--- src/design/gnf_pkg.sv ---
`default_nettype none
package gnf_pkg;

  localparam int POS_W      = 32;
  localparam int SEED_W     = 32;
  localparam int CNT_W      = 4;
  localparam int LAC_W      = 16;
  localparam int LAC_FRAC   = 12;
  localparam int GAIN_W     = 16;
  localparam int GAIN_FRAC  = 15;
  localparam int NOISE_W    = 19;
  localparam int CFG_IDX_W  = 3;
  localparam int CFG_DATA_W = 32;

  localparam int MAX_OCT_DEF  = 8;
  localparam int POS_FRAC_DEF = 16;
  localparam int MAX_OCT_LIM  = 16;
  localparam int OCT_W        = $clog2(MAX_OCT_LIM + 1);

  localparam int FRAC_W = 16;
  localparam int FADE_W = 21;
  localparam int VAL_W  = 20;
  localparam int AMP_W  = 16 + MAX_OCT_LIM;
  localparam int TOT_W  = AMP_W;
  localparam int PROD_W = VAL_W + AMP_W + 1;
  localparam int SUM_W  = PROD_W + 4;
  localparam int Q_W    = NOISE_W;

  localparam int ONE_Q16   = 65536;
  localparam int AMP_ONE   = 32768;
  localparam int NOISE_MAX = (1 << (NOISE_W - 1)) - 1;

  localparam logic [31:0] PRIME_X    = 32'd1619;
  localparam logic [31:0] PRIME_Y    = 32'd31337;
  localparam logic [31:0] PRIME_Z    = 32'd6971;
  localparam logic [31:0] HASH_MUL   = 32'd60493;
  localparam logic [31:0] HASH_ADD   = 32'd19990303;
  localparam int          HASH_SHIFT = 13;

  localparam logic [SEED_W-1:0] SEED_RST    = '0;
  localparam logic              FRACTAL_RST = 1'b0;
  localparam logic [CNT_W-1:0]  COUNT_RST   = 4'd3;
  localparam logic [LAC_W-1:0]  LAC_RST     = 16'd8192;
  localparam logic [GAIN_W-1:0] GAIN_RST    = 16'd16384;

  typedef enum logic [CFG_IDX_W-1:0] {
    CFG_SEED    = 3'd0,
    CFG_FRACTAL = 3'd1,
    CFG_COUNT   = 3'd2,
    CFG_LAC     = 3'd3,
    CFG_GAIN    = 3'd4
  } cfg_idx_t;

  typedef struct packed {
    logic [POS_W-1:0]  px;
    logic [POS_W-1:0]  py;
    logic [POS_W-1:0]  pz;
    logic [SEED_W-1:0] seed;
    logic [SUM_W-1:0]  sum;
    logic [AMP_W-1:0]  amp;
    logic [TOT_W-1:0]  total;
    logic [OCT_W-1:0]  oct_n;
    logic              last;
  } gnf_oct_t;

  typedef struct packed {
    logic [SUM_W-1:0] rem;
    logic [TOT_W-1:0] total;
    logic [Q_W-1:0]   quo;
    logic             neg;
    logic             sat;
    logic             last;
  } gnf_div_t;

endpackage
`default_nettype wire

--- src/design/gnf_div_cell.sv ---
`default_nettype none
module gnf_div_cell #(
  parameter int BIT = 0
) (
  input  logic              clk,
  input  logic              rst_n,
  input  logic              en,
  input  logic              in_v,
  input  gnf_pkg::gnf_div_t in_d,
  output logic              out_v,
  output gnf_pkg::gnf_div_t out_d
);
  import gnf_pkg::*;

  logic [SUM_W-1:0] dvs;
  logic             take;
  gnf_div_t         d_nxt;
  gnf_div_t         d_r;
  logic             v_r;

  always_comb begin
    dvs   = SUM_W'(in_d.total) << BIT;
    take  = in_d.rem >= dvs;
    d_nxt = in_d;
    if (take) begin
      d_nxt.rem      = in_d.rem - dvs;
      d_nxt.quo[BIT] = 1'b1;
    end
  end

  always_ff @(posedge clk) begin
    if (!rst_n) begin
      v_r <= 1'b0;
    end else if (en) begin
      v_r <= in_v;
    end
  end

  always_ff @(posedge clk) begin
    if (en) begin
      d_r <= d_nxt;
    end
  end

  assign out_v = v_r;
  assign out_d = d_r;

endmodule
`default_nettype wire

--- config.mk ---
export PLATFORM = sky130hd
export DESIGN_NAME = gnf_div_cell
export DESIGN_NICKNAME = d
export VERILOG_FILES = /design/src/design/gnf_pkg.sv /design/src/design/gnf_div_cell.sv
export SDC_FILE = /design/constraint.sdc
export NUM_CORES = 1
export LEC_CHECK = 0
export BUFFER_PORTS_ARGS = -buffer_cell sky130_fd_sc_hd__clkbuf_2
export CAP_MARGIN = 20
export CORE_MARGIN = 3
export CORE_UTILIZATION = 38
export DETAILED_ROUTE_END_ITERATION = 10
export GPL_TIMING_DRIVEN = 0
export PLACE_DENSITY_LB_ADDON = 0.08
export SLEW_MARGIN = 25
export SYNTH_ARGS = -nofsm -noshare
export SYNTH_HDL_FRONTEND = slang
export SYNTH_SLANG_ARGS = --single-unit
--- constraint.sdc ---
create_clock -name clk -period 3.7 [get_ports clk]
set_input_delay 0.185 -clock clk [delete_from_list [all_inputs] [get_ports clk]]
set_output_delay 0.185 -clock clk [all_outputs]
set_load 0.05 [all_outputs]
==> impl_metrics.ini, run 1 <==
[outcome]
outcome = finished, final reports clean

[routing]
drt_first_iter_violations = 508
wl_um = 17900
vias_per_cell = 5.06
drt-wirelength-per-cell_um = 16.5
via_count = 5487
antenna_left = 0
drt_pass1_iterations = 5
drcViolationCount = 0

[synthesis]
yosysSeqAreaShare_pct = 52.1
netlist.top_cell.by_area = sky130_fd_sc_hd__edfxtp_1
synth-edff-count = 111
yosysWarnings = 0
fraction_of_registers_with_async_set_reset_pct = 0
synth_cell_type_count = 61
synth_largest_type_area_fraction_pct = 51.8
synth_area_per_cell_um2 = 10.8
combined_area_of_all_synthesized_cells_um2 = 6440
synth-main-ff-cell = sky130_fd_sc_hd__edfxtp_1
mappedNetlistNets = 746
syn_inst = 598
postSynthRegisterBits = 112
yosys-top-cells-area = sky130_fd_sc_hd__edfxtp_1, sky130_fd_sc_hd__ha_1, sky130_fd_sc_hd__xor2_1

[floorplanning]
placement_rows = 46
dieArea_um2 = 18500
fp.dieH_um = 136
initial_core_util_pct = 39.7
core_um2 = 16200
io_pins = 227
die_width_um = 136

[flow_run]
max_cap_viol_count = 0

[clock_tree]
clkLatencyLatePin_ns = 0.36
cts_post_setup_buffers_inserted = 0
clock_path_buffers = 2
clock-sinks = 112
cts_clk_pin_slew_worst_paths_ns = 0.08
tritoncts.num_buffers = 9
number_of_h_tree_levels = 3
cts_tree = yes
cts.root.buffer_cell = sky130_fd_sc_hd__clkbuf_16

[critical_path]
setup.worst_path.class = primary input to register
critical_path.reg2reg.startpoint = out_v
crit_fanout = 7
critical_path.endpoint_type = register
required_ns = 3.81
crit_path_max_incr_delay_ns = 0.53
crit_path_start_kind = primary input
timing.critical_path.mode_cell = sky130_fd_sc_hd__a21o_1
critical_path_cell_by_cell = dlygate4sd3_1 > clkbuf_2 > inv_1 > ha_1 > clkbuf_1 > a21o_1 > a21o_1 > a221oi_1 > o211ai_1 > o211a_1 > o211ai_2 > nor4b_2 > xor2_1
cell_family_with_most_cp_delay = compound AO/OA/AOI/OAI gates
critPathBufInv = 4
crit_path_start = in_d[32]
worstPathArrival_ns = 3.66
crit_path_top_delay_cell = sky130_fd_sc_hd__dlygate4sd3_1

[final_layout]
mostFrequentLayoutCells = sky130_fd_sc_hd__clkbuf_2, sky130_fd_sc_hd__edfxtp_1, sky130_fd_sc_hd__nand2_1, sky130_fd_sc_hd__inv_1, sky130_fd_sc_hd__xor2_1
finish.net_count = 1011
drive_above_1_share_pct = 30.6
area_growth_pct = 31.7
finish.cell_count_without_fillers = 1084
num_antenna_cells = 0
most_common_library_cell_in_the_layout_ignoring_fill_and_taps = sky130_fd_sc_hd__clkbuf_2

[power_and_ir_drop]
pd_cells_nw_per_um2 = 450
internal_power_mw = 2.43
report.power.total_mw = 3.82
power.switching_fraction_pct = 36.4
power.sequential.fraction_pct = 41.7
netSwitchingPower_mw = 1.39
pwr-share-comb_pct = 30.4
p_clk_share_pct = 27.9
static-leakage-power_nw = 3.64
vdd_drop_max_mv = 0.321

[global_routing]
groute.usage.overall_pct = 19.0
grt_first_pass_wirelength_um = 27500
globalRoute.totalOverflow = 0
pin_count_of_the_biggest_net_entering_global_routing = 70
grt_pass1_vias = 5370
initial_antenna_violation_count = 0

[timing]
hold_viol_final = 0
final-max-slew-violation-count = 0
max_clock_freq_ghz = 0.282
post-route-min-period_ns = 3.55
timing.final.setup_violations = 0
rsz0062_at_grt = no
worst_pin_slew_ns = 0.720
clock-skew-final_ns = 0
post-route-period-util_pct = 96.0
timing.max_slew.rel_slack_pct = 51.5

[placement]
placedCellCount = 1041
io_buffer_count = 226
post-dp-hpwl_um = 13900
routabilityCongestion = 0.843

[hold_path]
timing.hold.worst.start = in_d[41]
min_path_type = primary input to register
-- state kept, by name, indices dropped and copies added (netlist names) --
register / count
out_v: 1
out_d: 111
-- area by class of cell --
cell class              instances  area, um2
repair buffers                254       1440
flip-flops and latches        112       3350
fillers                      1526       7750
clock inverters                 7        108
multi-input cells             424       2810
inverters                      37        139
plain buffers                  25        141
clock buffers                   9        225
well taps                     216        270
-- metal layers --
layer | up-vias | track usage [%] | share of wire [%]
met2 | 214 | 29.8 | 45
met3 | 25 | 3.77 | 6.7
met4 | 0 | 5.94 | 2.0
li1 | 2730 | - | -
met1 | 2518 | 26.6 | 46
met5 | - | 0 | 0
-- power by group through the flow --
stage          Clock (mW)  Sequential [mW]  Combinational [mW]
3_3_place_gp            0             1.63                1.13
4_1_cts              1.10             1.60                1.16
2_1_floorplan           0             2.09               0.341
3_5_place_dp            0             1.62                1.14
5_1_grt              1.14             1.61                1.24
6_report             1.07             1.59                1.16
-- worst reg2reg max path: stages (launching register included) --
cell and delay [ns]:
sky130_fd_sc_hd__dfxtp_1 0.32, sky130_fd_sc_hd__mux2i_1 0.12, sky130_fd_sc_hd__nor2b_1 0.06
-- synth_stat cells (6+ instances only) --
library cell,number
sky130_fd_sc_hd__xnor2_1,19
sky130_fd_sc_hd__o21ai_1,23
sky130_fd_sc_hd__a21o_1,14
sky130_fd_sc_hd__edfxtp_1,111
sky130_fd_sc_hd__nand2_1,64
sky130_fd_sc_hd__nand4_1,14
sky130_fd_sc_hd__nor4_1,12
sky130_fd_sc_hd__buf_6,6
sky130_fd_sc_hd__ha_1,32
sky130_fd_sc_hd__a211oi_1,6
sky130_fd_sc_hd__xor2_1,35
sky130_fd_sc_hd__nand2b_1,6
sky130_fd_sc_hd__nor3_1,13
sky130_fd_sc_hd__o21ai_0,28
sky130_fd_sc_hd__nor2_1,34
sky130_fd_sc_hd__o21bai_1,6
sky130_fd_sc_hd__clkbuf_1,17
sky130_fd_sc_hd__inv_1,37
sky130_fd_sc_hd__or3_1,7
sky130_fd_sc_hd__nand3_1,18
sky130_fd_sc_hd__a21oi_1,27
-- repair_timing --
| item | 4_1_cts | 5_1_grt |
|---|---|---|
| hold buffers | 27 | 0 |
| setup endpoints to repair | 0 | 11 |
| resized for setup | 0 | 2 |
| hold endpoints to repair | 27 | 0 |
-- logic make-up after synthesis --
kind of cell | Yosys count | synth area share, %
and+or+nand+nor | 201 | 16.3
AOI/OAI and AO/OA | 134 | 13.1
DFF | 112 | 52.1
buffers and inverters | 62 | 4.35
xor gates and xnor gates | 54 | 7.34
adders and majority gates | 33 | 6.53
muxes | 2 | 0.311
-- final timing paths --
path	end	slack (ns)	cells after the start
max	out_d[91]	0.15	13
min	out_d[41]	0.01	1
max reg2reg	out_v	3.10	2
min reg2reg	out_v	0.54	2
-- stage by stage --
step | hold slack (ns) | TNS (ns) | cell area (um2) | setup slack, ns | utilization (%)
2_1_floorplan | 0.284 | 0 | 6440 | 0.933 | -
4_1_cts | 0.000616 | 0 | 8480 | 0.0378 | 52.3
3_5_place_dp | 0.364 | -0.0231 | 7880 | -0.0188 | 48.5
6_report | 0.0111 | 0 | 8480 | 0.150 | 52.3
5_1_grt | 0.00470 | 0 | 8480 | 0.0513 | 52.3
3_3_place_gp | 0.362 | -0.00245 | 7840 | -0.00245 | 48.3
(Power assumes the default switching activity.)
==> inputs of run 2 (changes only) <==
Settings changed: HOLD_SLACK_MARGIN from default to 0.06.
==> run 2 against run 1 <==
Against the previous run:
- via count increased by 1.7%
- first-iteration DRC count decreased by 13%
- combinational power about the same
- largest power group unchanged
- hold slack improved by 0.075 ns
- cell count increased by 2.5%
==> impl_metrics.ini, run 2 (synthesized netlist as in run 1, its figures left out) <==
[power_and_ir_drop]
pd_cells_nw_per_um2 = 439
static-leakage-power_nw = 3.75
vdd_drop_max_mv = 0.324
report.power.total_mw = 3.84

[timing]
hold_viol_final = 0
timing.final.setup_violations = 0
post-route-min-period_ns = 3.54
worst_pin_slew_ns = 0.725
rsz0062_at_grt = no
timing.max_slew.rel_slack_pct = 51.2
post-route-period-util_pct = 95.8
max_clock_freq_ghz = 0.282
final-max-slew-violation-count = 0
fin_worst_hold_slack_ns = 0.0856
clock-skew-final_ns = 0

[final_layout]
mostFrequentLayoutCells = sky130_fd_sc_hd__clkbuf_2, sky130_fd_sc_hd__edfxtp_1, sky130_fd_sc_hd__nand2_1, sky130_fd_sc_hd__dlygate4sd3_1, sky130_fd_sc_hd__inv_1
footprint_of_the_multi_input_gates_um2 = 2810
finish.cell_count_without_fillers = 1111
max_ffs_per_register = 111
final_core_utilization_pct = 53.9
seq_area_um2 = 3350
drive_above_1_share_pct = 29.7
most_common_library_cell_in_the_layout_ignoring_fill_and_taps = sky130_fd_sc_hd__clkbuf_2
area_growth_pct = 35.9
finish.net_count = 1038
filler_cell_count = 1496
num_antenna_cells = 0

[global_routing]
grt_pass1_vias = 5463
pin_count_of_the_biggest_net_entering_global_routing = 70
top_usage_layer = met2
groute.usage.overall_pct = 19.3
grt_first_pass_wirelength_um = 27900
use_met3_pct = 3.77
initial_antenna_violation_count = 0
globalRouteMet1Util_pct = 26.8
globalRoute.totalOverflow = 0
grt_met2_usage_pct = 30.5

[floorplanning]
fp.dieH_um = 136
placement_rows = 46
die_width_um = 136
initial_core_util_pct = 39.7
core_um2 = 16200
dieArea_um2 = 18500
io_pins = 227

[placement]
routabilityCongestion = 0.843
placedCellCount = 1041
post-dp-hpwl_um = 13900
io_buffer_count = 226

[clock_tree]
tritoncts.num_buffers = 9
clock_path_buffers = 2
number_of_h_tree_levels = 3
cts_clk_pin_slew_worst_paths_ns = 0.09
cts_tree = yes
clkLatencyLatePin_ns = 0.36
cts.root.buffer_cell = sky130_fd_sc_hd__clkbuf_16
clock-sinks = 112

[critical_path]
regToRegEndpoint = out_v
setup.worst_path.class = primary input to register
crit_fanout = 7
critical_path.reg2reg.startpoint = out_v
critical_path.endpoint_type = register
r2r_slack_ns = 3.09
worstPathArrival_ns = 3.65
crit_path_start_kind = primary input
worst-r2r-cell-count = 2
required_ns = 3.81

[hold_path]
destination_of_the_worst_hold_path = out_d[3]
timing.hold.worst.start = in_d[3]
worst_hold_path.num_cells = 2
min_path_type = primary input to register

[routing]
via_count = 5582
drt_first_iter_violations = 443
vias_per_cell = 5.02
wl_um = 18300
drt-wirelength-per-cell_um = 16.4
antenna_left = 0
drcViolationCount = 0
drt_pass1_iterations = 5

[flow_run]
max_cap_viol_count = 0

[outcome]
outcome = finished, final reports clean
[run 2: worst max-delay path by stage]
stage            endpoint     start  slack, ns
5_1_grt        out_d[100]  in_d[39]       0.03
3_5_place_dp   out_d[102]  in_d[54]      -0.02
6_report        out_d[91]  in_d[32]       0.16
2_1_floorplan  out_d[102]  in_d[54]       0.93
4_1_cts        out_d[102]  in_d[24]       0.04
3_3_place_gp   out_d[102]  in_d[54]     -0.002
[run 2: stage by stage]
step           setup slack (ns)  setup TNS (ns)  cell area, um2
2_1_floorplan             0.933               0            6440
6_report                  0.157               0            8750
4_1_cts                  0.0378               0            8750
5_1_grt                  0.0324               0            8750
3_5_place_dp            -0.0188         -0.0231            7880
3_3_place_gp           -0.00245        -0.00245            7840
[run 2: timing repair]
action	4_1_cts	5_1_grt
hold buffers	54	0
buffers inserted	0	0
hold endpoints to repair	54	0
gates resized for setup	0	2
setup endpoints to repair	0	11
[run 2: metal layers]
layer | share of wire (%) | routed length (um)
met3 | 6.0 | 1090
met4 | 2.0 | 361
met1 | 46 | 8490
met5 | 0 | 0
met2 | 46 | 8320
[run 2: report_power, final]
part | internal (mW) | total [mW] | switching (mW) | leakage, nW
combinational | 0.336 | 1.18 | 0.848 | 2.49
clock | 0.555 | 1.07 | 0.510 | 0.161
sequential | 1.56 | 1.59 | 0.0367 | 1.09
total | 2.45 | 3.84 | 1.39 | 3.75
[run 2: cell type report]
cell class	instances	share of cell area, %
inverter	37	1.59
buffer	25	1.61
sequential	112	38.3
clock buffer	9	2.57
clock inverter	7	1.23
timing repair buffer	281	19.5
multi-input combinational	424	32.1
tap	216	3.09
[run 2: critical path, cell delays in order]
cell,delay (ns)
sky130_fd_sc_hd__dlygate4sd3_1,0.53
sky130_fd_sc_hd__clkbuf_2,0.11
sky130_fd_sc_hd__inv_1,0.04
sky130_fd_sc_hd__ha_1,0.27
sky130_fd_sc_hd__clkbuf_1,0.19
sky130_fd_sc_hd__a21o_1,0.23
sky130_fd_sc_hd__a21o_1,0.19
sky130_fd_sc_hd__a221oi_1,0.51
sky130_fd_sc_hd__o211ai_1,0.24
sky130_fd_sc_hd__o211a_1,0.43
sky130_fd_sc_hd__o211ai_2,0.45
sky130_fd_sc_hd__nor4b_2,0.11
sky130_fd_sc_hd__xor2_1,0.16
